==> src/design/aes_block_cipher_macros.svh <==
// Assertion macros for the AES block cipher.
// No dependencies; included by the top level.
`ifndef AES_BLOCK_CIPHER_MACROS_SVH
`define AES_BLOCK_CIPHER_MACROS_SVH

// implication checked on every clock edge outside reset
`define AES_ASSERT_IMPL(lbl, ante, cons, msg) \
    lbl: assert property (@(posedge i_clk) disable iff (!i_rst_n) (ante) |-> (cons)) \
        else $error(msg);

// next-cycle implication checked outside reset
`define AES_ASSERT_NEXT(lbl, ante, cons, msg) \
    lbl: assert property (@(posedge i_clk) disable iff (!i_rst_n) (ante) |=> (cons)) \
        else $error(msg);

`endif

==> src/design/aes_pkg.sv <==
// Package for the AES block cipher: S-box tables, GF helpers, round functions.
// No dependencies.
`default_nettype none
package aes_pkg;

    localparam int RK_WORDS   = 60;
    localparam int RK_ROWS    = RK_WORDS / 4;
    localparam int RK_AW      = 6;
    localparam int ROUND_W    = 4;

    localparam logic [1:0] KEY_128 = 2'd0;
    localparam logic [1:0] KEY_192 = 2'd1;
    localparam logic [1:0] KEY_256 = 2'd2;

    localparam logic CMD_ENC = 1'b0;
    localparam logic CMD_DEC = 1'b1;

    typedef logic [127:0] t_block;

    localparam logic [7:0] SBOX [256] = '{
    8'h63,8'h7c,8'h77,8'h7b,8'hf2,8'h6b,8'h6f,8'hc5,8'h30,8'h01,8'h67,8'h2b,8'hfe,8'hd7,8'hab,8'h76,
    8'hca,8'h82,8'hc9,8'h7d,8'hfa,8'h59,8'h47,8'hf0,8'had,8'hd4,8'ha2,8'haf,8'h9c,8'ha4,8'h72,8'hc0,
    8'hb7,8'hfd,8'h93,8'h26,8'h36,8'h3f,8'hf7,8'hcc,8'h34,8'ha5,8'he5,8'hf1,8'h71,8'hd8,8'h31,8'h15,
    8'h04,8'hc7,8'h23,8'hc3,8'h18,8'h96,8'h05,8'h9a,8'h07,8'h12,8'h80,8'he2,8'heb,8'h27,8'hb2,8'h75,
    8'h09,8'h83,8'h2c,8'h1a,8'h1b,8'h6e,8'h5a,8'ha0,8'h52,8'h3b,8'hd6,8'hb3,8'h29,8'he3,8'h2f,8'h84,
    8'h53,8'hd1,8'h00,8'hed,8'h20,8'hfc,8'hb1,8'h5b,8'h6a,8'hcb,8'hbe,8'h39,8'h4a,8'h4c,8'h58,8'hcf,
    8'hd0,8'hef,8'haa,8'hfb,8'h43,8'h4d,8'h33,8'h85,8'h45,8'hf9,8'h02,8'h7f,8'h50,8'h3c,8'h9f,8'ha8,
    8'h51,8'ha3,8'h40,8'h8f,8'h92,8'h9d,8'h38,8'hf5,8'hbc,8'hb6,8'hda,8'h21,8'h10,8'hff,8'hf3,8'hd2,
    8'hcd,8'h0c,8'h13,8'hec,8'h5f,8'h97,8'h44,8'h17,8'hc4,8'ha7,8'h7e,8'h3d,8'h64,8'h5d,8'h19,8'h73,
    8'h60,8'h81,8'h4f,8'hdc,8'h22,8'h2a,8'h90,8'h88,8'h46,8'hee,8'hb8,8'h14,8'hde,8'h5e,8'h0b,8'hdb,
    8'he0,8'h32,8'h3a,8'h0a,8'h49,8'h06,8'h24,8'h5c,8'hc2,8'hd3,8'hac,8'h62,8'h91,8'h95,8'he4,8'h79,
    8'he7,8'hc8,8'h37,8'h6d,8'h8d,8'hd5,8'h4e,8'ha9,8'h6c,8'h56,8'hf4,8'hea,8'h65,8'h7a,8'hae,8'h08,
    8'hba,8'h78,8'h25,8'h2e,8'h1c,8'ha6,8'hb4,8'hc6,8'he8,8'hdd,8'h74,8'h1f,8'h4b,8'hbd,8'h8b,8'h8a,
    8'h70,8'h3e,8'hb5,8'h66,8'h48,8'h03,8'hf6,8'h0e,8'h61,8'h35,8'h57,8'hb9,8'h86,8'hc1,8'h1d,8'h9e,
    8'he1,8'hf8,8'h98,8'h11,8'h69,8'hd9,8'h8e,8'h94,8'h9b,8'h1e,8'h87,8'he9,8'hce,8'h55,8'h28,8'hdf,
    8'h8c,8'ha1,8'h89,8'h0d,8'hbf,8'he6,8'h42,8'h68,8'h41,8'h99,8'h2d,8'h0f,8'hb0,8'h54,8'hbb,8'h16};

    localparam logic [7:0] ISBOX [256] = '{
    8'h52,8'h09,8'h6a,8'hd5,8'h30,8'h36,8'ha5,8'h38,8'hbf,8'h40,8'ha3,8'h9e,8'h81,8'hf3,8'hd7,8'hfb,
    8'h7c,8'he3,8'h39,8'h82,8'h9b,8'h2f,8'hff,8'h87,8'h34,8'h8e,8'h43,8'h44,8'hc4,8'hde,8'he9,8'hcb,
    8'h54,8'h7b,8'h94,8'h32,8'ha6,8'hc2,8'h23,8'h3d,8'hee,8'h4c,8'h95,8'h0b,8'h42,8'hfa,8'hc3,8'h4e,
    8'h08,8'h2e,8'ha1,8'h66,8'h28,8'hd9,8'h24,8'hb2,8'h76,8'h5b,8'ha2,8'h49,8'h6d,8'h8b,8'hd1,8'h25,
    8'h72,8'hf8,8'hf6,8'h64,8'h86,8'h68,8'h98,8'h16,8'hd4,8'ha4,8'h5c,8'hcc,8'h5d,8'h65,8'hb6,8'h92,
    8'h6c,8'h70,8'h48,8'h50,8'hfd,8'hed,8'hb9,8'hda,8'h5e,8'h15,8'h46,8'h57,8'ha7,8'h8d,8'h9d,8'h84,
    8'h90,8'hd8,8'hab,8'h00,8'h8c,8'hbc,8'hd3,8'h0a,8'hf7,8'he4,8'h58,8'h05,8'hb8,8'hb3,8'h45,8'h06,
    8'hd0,8'h2c,8'h1e,8'h8f,8'hca,8'h3f,8'h0f,8'h02,8'hc1,8'haf,8'hbd,8'h03,8'h01,8'h13,8'h8a,8'h6b,
    8'h3a,8'h91,8'h11,8'h41,8'h4f,8'h67,8'hdc,8'hea,8'h97,8'hf2,8'hcf,8'hce,8'hf0,8'hb4,8'he6,8'h73,
    8'h96,8'hac,8'h74,8'h22,8'he7,8'had,8'h35,8'h85,8'he2,8'hf9,8'h37,8'he8,8'h1c,8'h75,8'hdf,8'h6e,
    8'h47,8'hf1,8'h1a,8'h71,8'h1d,8'h29,8'hc5,8'h89,8'h6f,8'hb7,8'h62,8'h0e,8'haa,8'h18,8'hbe,8'h1b,
    8'hfc,8'h56,8'h3e,8'h4b,8'hc6,8'hd2,8'h79,8'h20,8'h9a,8'hdb,8'hc0,8'hfe,8'h78,8'hcd,8'h5a,8'hf4,
    8'h1f,8'hdd,8'ha8,8'h33,8'h88,8'h07,8'hc7,8'h31,8'hb1,8'h12,8'h10,8'h59,8'h27,8'h80,8'hec,8'h5f,
    8'h60,8'h51,8'h7f,8'ha9,8'h19,8'hb5,8'h4a,8'h0d,8'h2d,8'he5,8'h7a,8'h9f,8'h93,8'hc9,8'h9c,8'hef,
    8'ha0,8'he0,8'h3b,8'h4d,8'hae,8'h2a,8'hf5,8'hb0,8'hc8,8'heb,8'hbb,8'h3c,8'h83,8'h53,8'h99,8'h61,
    8'h17,8'h2b,8'h04,8'h7e,8'hba,8'h77,8'hd6,8'h26,8'he1,8'h69,8'h14,8'h63,8'h55,8'h21,8'h0c,8'h7d};

    function automatic logic [7:0] xt(input logic [7:0] x);
        return {x[6:0], 1'b0} ^ (x[7] ? 8'h1b : 8'h00);
    endfunction

    // byte index i = r + 4c, held at bits 127-8i
    function automatic logic [7:0] gb(input t_block s, input int i);
        return s[127 - 8*i -: 8];
    endfunction

    function automatic t_block enc_round(input t_block s, input logic last);
        t_block t;
        t_block m;
        logic [7:0] a0, a1, a2, a3;
        for (int r = 0; r < 4; r++)
            for (int c = 0; c < 4; c++)
                t[127 - 8*(r+4*c) -: 8] = SBOX[gb(s, r + 4*((c+r)%4))];
        for (int c = 0; c < 4; c++) begin
            a0 = gb(t, 4*c); a1 = gb(t, 4*c+1); a2 = gb(t, 4*c+2); a3 = gb(t, 4*c+3);
            m[127-8*(4*c)   -: 8] = xt(a0) ^ xt(a1) ^ a1 ^ a2 ^ a3;
            m[127-8*(4*c+1) -: 8] = a0 ^ xt(a1) ^ xt(a2) ^ a2 ^ a3;
            m[127-8*(4*c+2) -: 8] = a0 ^ a1 ^ xt(a2) ^ xt(a3) ^ a3;
            m[127-8*(4*c+3) -: 8] = xt(a0) ^ a0 ^ a1 ^ a2 ^ xt(a3);
        end
        return last ? t : m;
    endfunction

    function automatic logic [7:0] gm(input logic [7:0] x, input logic [3:0] y);
        logic [7:0] acc;
        logic [7:0] v;
        acc = 8'h00;
        v = x;
        for (int b = 0; b < 4; b++) begin
            if (y[b]) acc = acc ^ v;
            v = xt(v);
        end
        return acc;
    endfunction

    function automatic t_block inv_mix(input t_block s);
        t_block m;
        logic [7:0] a0, a1, a2, a3;
        for (int c = 0; c < 4; c++) begin
            a0 = gb(s, 4*c); a1 = gb(s, 4*c+1); a2 = gb(s, 4*c+2); a3 = gb(s, 4*c+3);
            m[127-8*(4*c)   -: 8] = gm(a0,4'd14)^gm(a1,4'd11)^gm(a2,4'd13)^gm(a3,4'd9);
            m[127-8*(4*c+1) -: 8] = gm(a0,4'd9)^gm(a1,4'd14)^gm(a2,4'd11)^gm(a3,4'd13);
            m[127-8*(4*c+2) -: 8] = gm(a0,4'd13)^gm(a1,4'd9)^gm(a2,4'd14)^gm(a3,4'd11);
            m[127-8*(4*c+3) -: 8] = gm(a0,4'd11)^gm(a1,4'd13)^gm(a2,4'd9)^gm(a3,4'd14);
        end
        return m;
    endfunction

    // inverse shift rows then inverse sub bytes
    function automatic t_block dec_sub(input t_block s);
        t_block t;
        for (int r = 0; r < 4; r++)
            for (int c = 0; c < 4; c++)
                t[127 - 8*(r + 4*((c+r)%4)) -: 8] = ISBOX[gb(s, r + 4*c)];
        return t;
    endfunction

    function automatic logic [31:0] subst_word(input logic [31:0] w);
        return {SBOX[w[31:24]], SBOX[w[23:16]], SBOX[w[15:8]], SBOX[w[7:0]]};
    endfunction

endpackage
`default_nettype wire

==> src/design/aes_key_exp.sv <==
// Key schedule sequencer: one round-key word per cycle into a row memory.
// Depends on aes_pkg.
`default_nettype none
module aes_key_exp (
    input  wire logic                        i_clk,
    input  wire logic                        i_rst_n,
    input  wire logic                        i_start,
    input  wire logic [1:0]                  i_mode,
    input  wire logic [255:0]                i_key,
    input  wire logic [aes_pkg::ROUND_W-1:0] i_rd_row,
    output logic [127:0]                     o_rd_data,
    output logic                             o_busy
);
    import aes_pkg::*;

    logic [127:0]      r_mem [RK_ROWS]; // one round a row, lowest word on top
    logic [RK_AW-1:0]  r_idx;
    logic [RK_AW-1:0]  n_idx;
    logic              r_busy;
    logic [RK_AW-1:0]  r_k;     // position inside current nk group
    logic [7:0]        r_rcon;
    logic [RK_AW-1:0]  r_ng;
    logic [31:0]       r_win [8]; // last nk words, newest at 0
    logic [RK_AW-1:0]  total;
    logic [31:0]       prev, back, tw, wnew, kword;
    logic [1:0]        m;

    assign m     = (i_mode == 2'd3) ? KEY_256 : i_mode;
    assign total = (m == KEY_128) ? RK_AW'(44) :
                   ((m == KEY_192) ? RK_AW'(52) : RK_AW'(RK_WORDS));

    assign prev  = r_win[0];
    assign back  = (m == KEY_128) ? r_win[3] : ((m == KEY_192) ? r_win[5] : r_win[7]);
    assign kword = i_key[255 - 32*r_idx[2:0] -: 32];

    always_comb begin
        tw = prev;
        if (r_k == '0)
            tw = subst_word({prev[23:0], prev[31:24]}) ^ {r_rcon, 24'h0};
        else if (m != KEY_128 && m != KEY_192 && r_k == RK_AW'(4))
            tw = subst_word(prev);
        wnew  = back ^ tw;
        n_idx = r_idx + 1'b1;
    end

    always_ff @(posedge i_clk) begin
        if (!i_rst_n) begin
            r_busy <= 1'b0;
        end else if (i_start) begin
            r_busy <= 1'b1;
            r_idx  <= '0;
        end else if (r_busy) begin
            r_idx <= n_idx;
            if (n_idx == total) r_busy <= 1'b0;
        end
    end

    // key words go in first, shifting through the window as they are stored
    always_ff @(posedge i_clk) begin
        if (i_start) begin
            r_k    <= '0;
            r_rcon <= 8'h01;
            r_ng   <= RK_AW'((m == KEY_128) ? 4 : ((m == KEY_192) ? 6 : 8));
        end else if (r_busy) begin
            for (int j = 1; j < 8; j++) r_win[j] <= r_win[j-1];
            if (r_idx < r_ng) begin
                r_mem[r_idx[RK_AW-1:2]][127 - 32*r_idx[1:0] -: 32] <= kword;
                r_win[0] <= kword;
            end else begin
                r_mem[r_idx[RK_AW-1:2]][127 - 32*r_idx[1:0] -: 32] <= wnew;
                r_win[0] <= wnew;
                if (r_k == r_ng - 1'b1) begin
                    r_k    <= '0;
                    r_rcon <= xt(r_rcon);
                end else begin
                    r_k <= r_k + 1'b1;
                end
            end
        end
    end

    // round key read: one row of four words, registered
    always_ff @(posedge i_clk) begin
        o_rd_data <= r_mem[i_rd_row];
    end

    assign o_busy = r_busy | i_start;
endmodule
`default_nettype wire

==> config.mk <==
export PLATFORM = sky130hd
export DESIGN_NAME = aes_key_exp
export DESIGN_NICKNAME = d
export VERILOG_FILES = /design/src/design/aes_block_cipher_macros.svh /design/src/design/aes_pkg.sv /design/src/design/aes_key_exp.sv
export SDC_FILE = /design/constraint.sdc
export NUM_CORES = 2
export LEC_CHECK = 0
export BUFFER_PORTS_ARGS = -buffer_cell sky130_fd_sc_hd__clkbuf_2
export CORE_MARGIN = 2
export CORE_UTILIZATION = 50
export CTS_CLUSTER_DIAMETER = 100
export DETAILED_ROUTE_END_ITERATION = 8
export PLACE_DENSITY = 0.65
export SYNTH_ARGS = -nofsm -noshare
export SYNTH_HDL_FRONTEND = slang
export SYNTH_SLANG_ARGS = --single-unit
==> constraint.sdc <==
create_clock -name i_clk -period 11.1 [get_ports i_clk]
set_clock_uncertainty 0.05 [all_clocks]
set_input_delay 0.555 -clock i_clk [delete_from_list [all_inputs] [get_ports i_clk]]
set_output_delay 0.555 -clock i_clk [all_outputs]
set_load 0.01 [all_outputs]
# Word level (Yosys, flattened, before mapping)
# Memories as Yosys holds them, arrays and structs flattened. A register that Yosys moved wholly into a read port is not among the register bits.
# Cells that the tools add are included.
# op_classes
n_reduce_logical	9
muxes	164
addsub	6
bitwise	138
n_shift	4
eq_ne	6
n_lt_le_gt_ge	5
# op_table
op	n
$shiftx A32 B34 Y159	2
$shiftx A287 B33 Y32	1
$mux W128	2
$mux W32	5
$shift A32 B34 Y159 const A	1
$mux W1	142
$or A1 B1 Y1	130
$mux W8	8
$xor A32 B32 Y32	2
$ge A9 B9 Y1 const B	4
$not A8 Y9	4
$neg A32 Y34	1
$add A6 B1 Y6 const B	2
$eq A6 B6 Y1	2
$mux W6	2
$mux W5	2
$sub A8 B8 Y9 const A	1
$mux W4	2
$sub A7 B7 Y8 const A	1
$xor A8 B5 Y8	1
$eq A6 B3 Y1 const B	1
$logic_not A6 Y1	1
$lt A6 B6 Y1	1
$sub A6 B1 Y6 const B	1
other kinds (10)	13
# word_totals
output_inout_bits	129
memories	6
romBits	8192
elab_cells	343
ram_bits	2176
input_bits	265
ff_bits	27
# mem_list
name	depth	word_bits	rd	rd_ports_with_merged_regs	wr	line	rtl
(name not given)	256	8	1	0	0	aes_pkg.sv:117	return {SBOX[w[31:24]], SBOX[w[23:16]], SBOX[w[15:8]], SBOX[w[7:0]]};
(name not given)	256	8	1	0	0	aes_pkg.sv:117	
(name not given)	256	8	1	0	0	aes_pkg.sv:117	
(name not given)	256	8	1	0	0	aes_pkg.sv:117	
r_mem	15	128	1	1	1	aes_key_exp.sv:16	logic [127:0] r_mem [RK_ROWS];
r_win	8	32	8	0	8	aes_key_exp.sv:23	logic [31:0] r_win [8];

# Longest topological paths before layout
# depth
word_depth	10
ltp_mapped	16
depth_no_buf	11

# Worst setup path after synthesis
# OpenSTA, ideal clock, no wires.
# synth_path
path_type	input to register
startpoint	input i_start
endpoint	memory r_mem[3][0], enable pin
n_path_buf	3
required_ns	10.629
setup_ns	0.421
arrival_ns	10.875
path_stages	6
setup_slack_ns	-0.246
cell_sequence	clkbuf_1 nor2b_1 clkbuf_1 nand2_1 clkbuf_1 nor2_1
# synth_between
elab_chain_len	3
word_cells_on_any_way	5
classes_between	mux: 4; bitwise: 1
# synth_rtl
item	line	rtl
from (decl)	aes_key_exp.sv:7	input wire logic i_start,
$mux W1	aes_key_exp.sv:60	if (i_start) begin
$mux W128, on equally long branches	aes_key_exp.sv:67, aes_key_exp.sv:70	
$or A1 B1 Y1 (no source line) *	n/a	
to (decl)	aes_key_exp.sv:16	
# Every way passes the cells marked *; elsewhere a longest branch is shown, timed or not.

==> impl_results.md <==
* TritonCTS buffer count at 225
* DR pass1 iterations at 9
* Share of layout cells above drive strength 1 at 24.5%
* EDFF count, synth at 2,185
* Worst vdd ir at 0.000175 V
* Ys flop type: edfxtp_1
* CP startpoint kind: flop
* Vias at 65,500
* Cell variety after synth at 100
* Ys async rst share at 0%
* Critical path required time at 11.50 ns
* Tcrit/Tclk final at 59.7%
* Max Slew Vio Count at 0
* Initial core utilization at 50.4%
* GRT overflow at 0
* Yosys top cell area share at 63.5%
* Post-Route WL at 331 mm
* Critical path endpoint category: flop
* Status: finished, final reports clean
* Power per cell area at 171 mW/mm^2
* Post-CTS setup buffers at 0
* Slew HR at 4.76%
* Number of vias per cell at 6.71
* CORE AREA at 0.205 mm^2
* DR WL/cell at 33.9 um
* Clock buffer depth at 3
* CTS resizes at 0
* Initial drt markers at 10,300
* GP Congestion at 0.983
* Clk Latency, worst-skew pair at 0.90 ns
* Post-Synthesis Cells at 6,553
* Worst Tran Pin Value at 1.41 ns
* Data arrival time of the critical path at 7.02 ns
* RSZ-0062 raised after global routing: no
* Chip height at 459 um
* Top post-synthesis cells by count: edfxtp_1, mux4_2, o21ai_0
* Hold Fails Final Rpt at 0
* Nets at 7,154
* Routed Antenna Nets at 0
* Number of synthesis warnings at 0
* GRT Total Usage at 31.0%
* Dpl cells at 9,279
* Area contributors post-synth: edfxtp_1, mux4_2, dfxtp_1
* Yosys top cell by area: edfxtp_1
* Die area at 0.210 mm^2
* HPWL Detailed at 199 mm
* CP cell instances: buf_4, clkinv_1, ha_1, nor2b_1, a21oi_1, o21ai_0, a22o_1, mux4_2, o21ai_0, a221oi_1, xnor2_2, a21oi_1
* Setup_tns at 0 ns
* Initial antenna violation count at 69
* CTS Root Cell: clkbuf_16
* Finished Layout Cells at 9,763
* DRC Markers at 0
* Max incr delay on CP at 1.02 ns
* CP Class: reg2reg
* Port bufs at 393
* Fmax at 151 MHz
* Hold WC Path Type: in2reg
* CTS clk-pin slew, worst paths at 0.06 ns
* Largest net degree at the start of global routing at 176
* Setup Viol. Count Final at 0
* First-pass GRT wire length at 464 mm
* Period minus WS final at 6.62 ns
* Mapped cell area at 0.103 mm^2
* Num Clock Sinks at 2,328
* Die width at 459 um
* Hold Slack at 0.246 ns
* Max-cap violations at 0
* Cts-stage hold buffer count at 0
* Syn nets at 6,888
* Worst-path fanout max at 35
* Area Overhead vs Synth at 12.7%
* Row count at 166
* H-tree levels at 4
* Lkg Pwr at 38.9 nW
* Critical path's slowest cell: xnor2_2
* Count leader, synth: edfxtp_1
* FF+latch count, synth at 2,328
* Syn Area/Cell at 15.8 um^2
* CTS tree: yes
* Ports at 394
* Post-synthesis sequential area ratio at 66.3%
* Vias in the first global route at 62,700
## placed cells by master (no fill, tap or decap), types with 28 or more instances in the layout
master	count
a211oi_1	75
a21oi_1	342
a221oi_1	37
a311oi_1	42
a31oi_1	58
and2_1	30
buf_4	188
clkbuf_1	56
clkbuf_16	225
clkbuf_2	389
clkbuf_8	28
clkinv_1	36
clkinv_2	40
dfxtp_1	143
diode_2	58
edfxtp_1	2185
ha_1	70
inv_1	52
mux2_2	44
mux2i_1	189
mux4_2	593
nand2_1	343
nand2b_1	85
nand3_1	84
nor2_1	227
nor2_4	63
nor2b_1	112
nor3_1	108
o211ai_1	54
o21ai_0	455
o311ai_0	36
o31ai_1	29
or3_1	29
xnor2_1	28
## report_power, final
part / total (mW) / internal [mW] / switching [mW]
Sequential: 9.80 / 9.76 / 0.0480
Clock: 7.72 / 4.41 / 3.32
Combinational: 2.35 / 0.724 / 1.62
## final timing paths
path / from / to / slack, ns / cells past startpoint
min: i_rd_row[2] / o_rd_data[7]$_DFF_P_ / 0.25 / 2
min reg2reg: r_win[1][92]$_DFFE_PP_ / r_win[1][124]$_DFFE_PP_ / 0.36 / 0
max: r_win[0][8]$_DFFE_PP_ / r_mem[5][106]$_DFFE_PP_ / 4.48 / 12
max reg2reg: r_win[0][8]$_DFFE_PP_ / r_mem[5][106]$_DFFE_PP_ / 4.48 / 12
## flip-flops by register name (all words and copies together), names as in the netlist
register,count
r_k,6
r_rcon,8
r_idx,6
r_ng,3
r_mem,1920
r_busy,1
o_rd_data,128
r_win,256
## cells by family (layout without fill, tap and decap cells)
logic type,count (synthesis),in the layout,synth area share (%)
AOI/OAI and AO/OA,1420,1420,8.80
buffers and inverters,609,1073,2.45
DFF,2328,2328,66.3
and+or+nand+nor,1235,1235,5.83
xor gates and xnor gates,65,65,0.558
adders and majority gates,70,70,0.848
other,0,58,0
muxes,826,826,15.2
## per-stage QoR
stage	util, %	setup slack, ns	instance area (um^2)	power [mW]
after floorplan	-	4.07	103000	11.2
after global placement	53.0	4.86	109000	12.3
after detailed placement	53.0	4.67	109000	12.3
after CTS	56.7	4.69	116000	19.9
after global routing	56.7	4.39	116000	20.4
final	56.8	4.48	116000	19.9
## worst max-delay path, delay by kind of cell (launching register included)
| family | cells | cell delay (ns) |
|---|---|---|
| DFF | 1 | 0.33 |
| AOI/OAI and AO/OA | 6 | 2.28 |
| buffers and inverters | 2 | 0.81 |
| xor gates and xnor gates | 1 | 1.02 |
| muxes | 1 | 0.46 |
| adders and majority gates | 1 | 0.92 |
| and+or+nand+nor | 1 | 0.28 |
## layer usage
| layer | track usage (%) | share of wire (%) | vias up |
|---|---|---|---|
| met5 | 0 | 0.061 | - |
| met1 | 42.3 | 38 | 33600 |
| met2 | 47.4 | 47 | 4218 |
| li1 | - | - | 26900 |
| met4 | 13.6 | 4.7 | 30 |
| met3 | 7.68 | 11 | 788 |
## layout make-up
| type | count | area (um^2) |
|---|---|---|
| fill | 15700 | 88600 |
| sequential | 2328 | 68500 |
| antenna | 58 | 145 |
| inverter | 59 | 221 |
| multi-input combinational | 3616 | 33000 |
| clock buffer | 308 | 6210 |
| clock inverter | 117 | 1370 |
| timing repair buffer | 589 | 3570 |
| tap | 2688 | 3360 |
(Power assumes the default switching activity.)
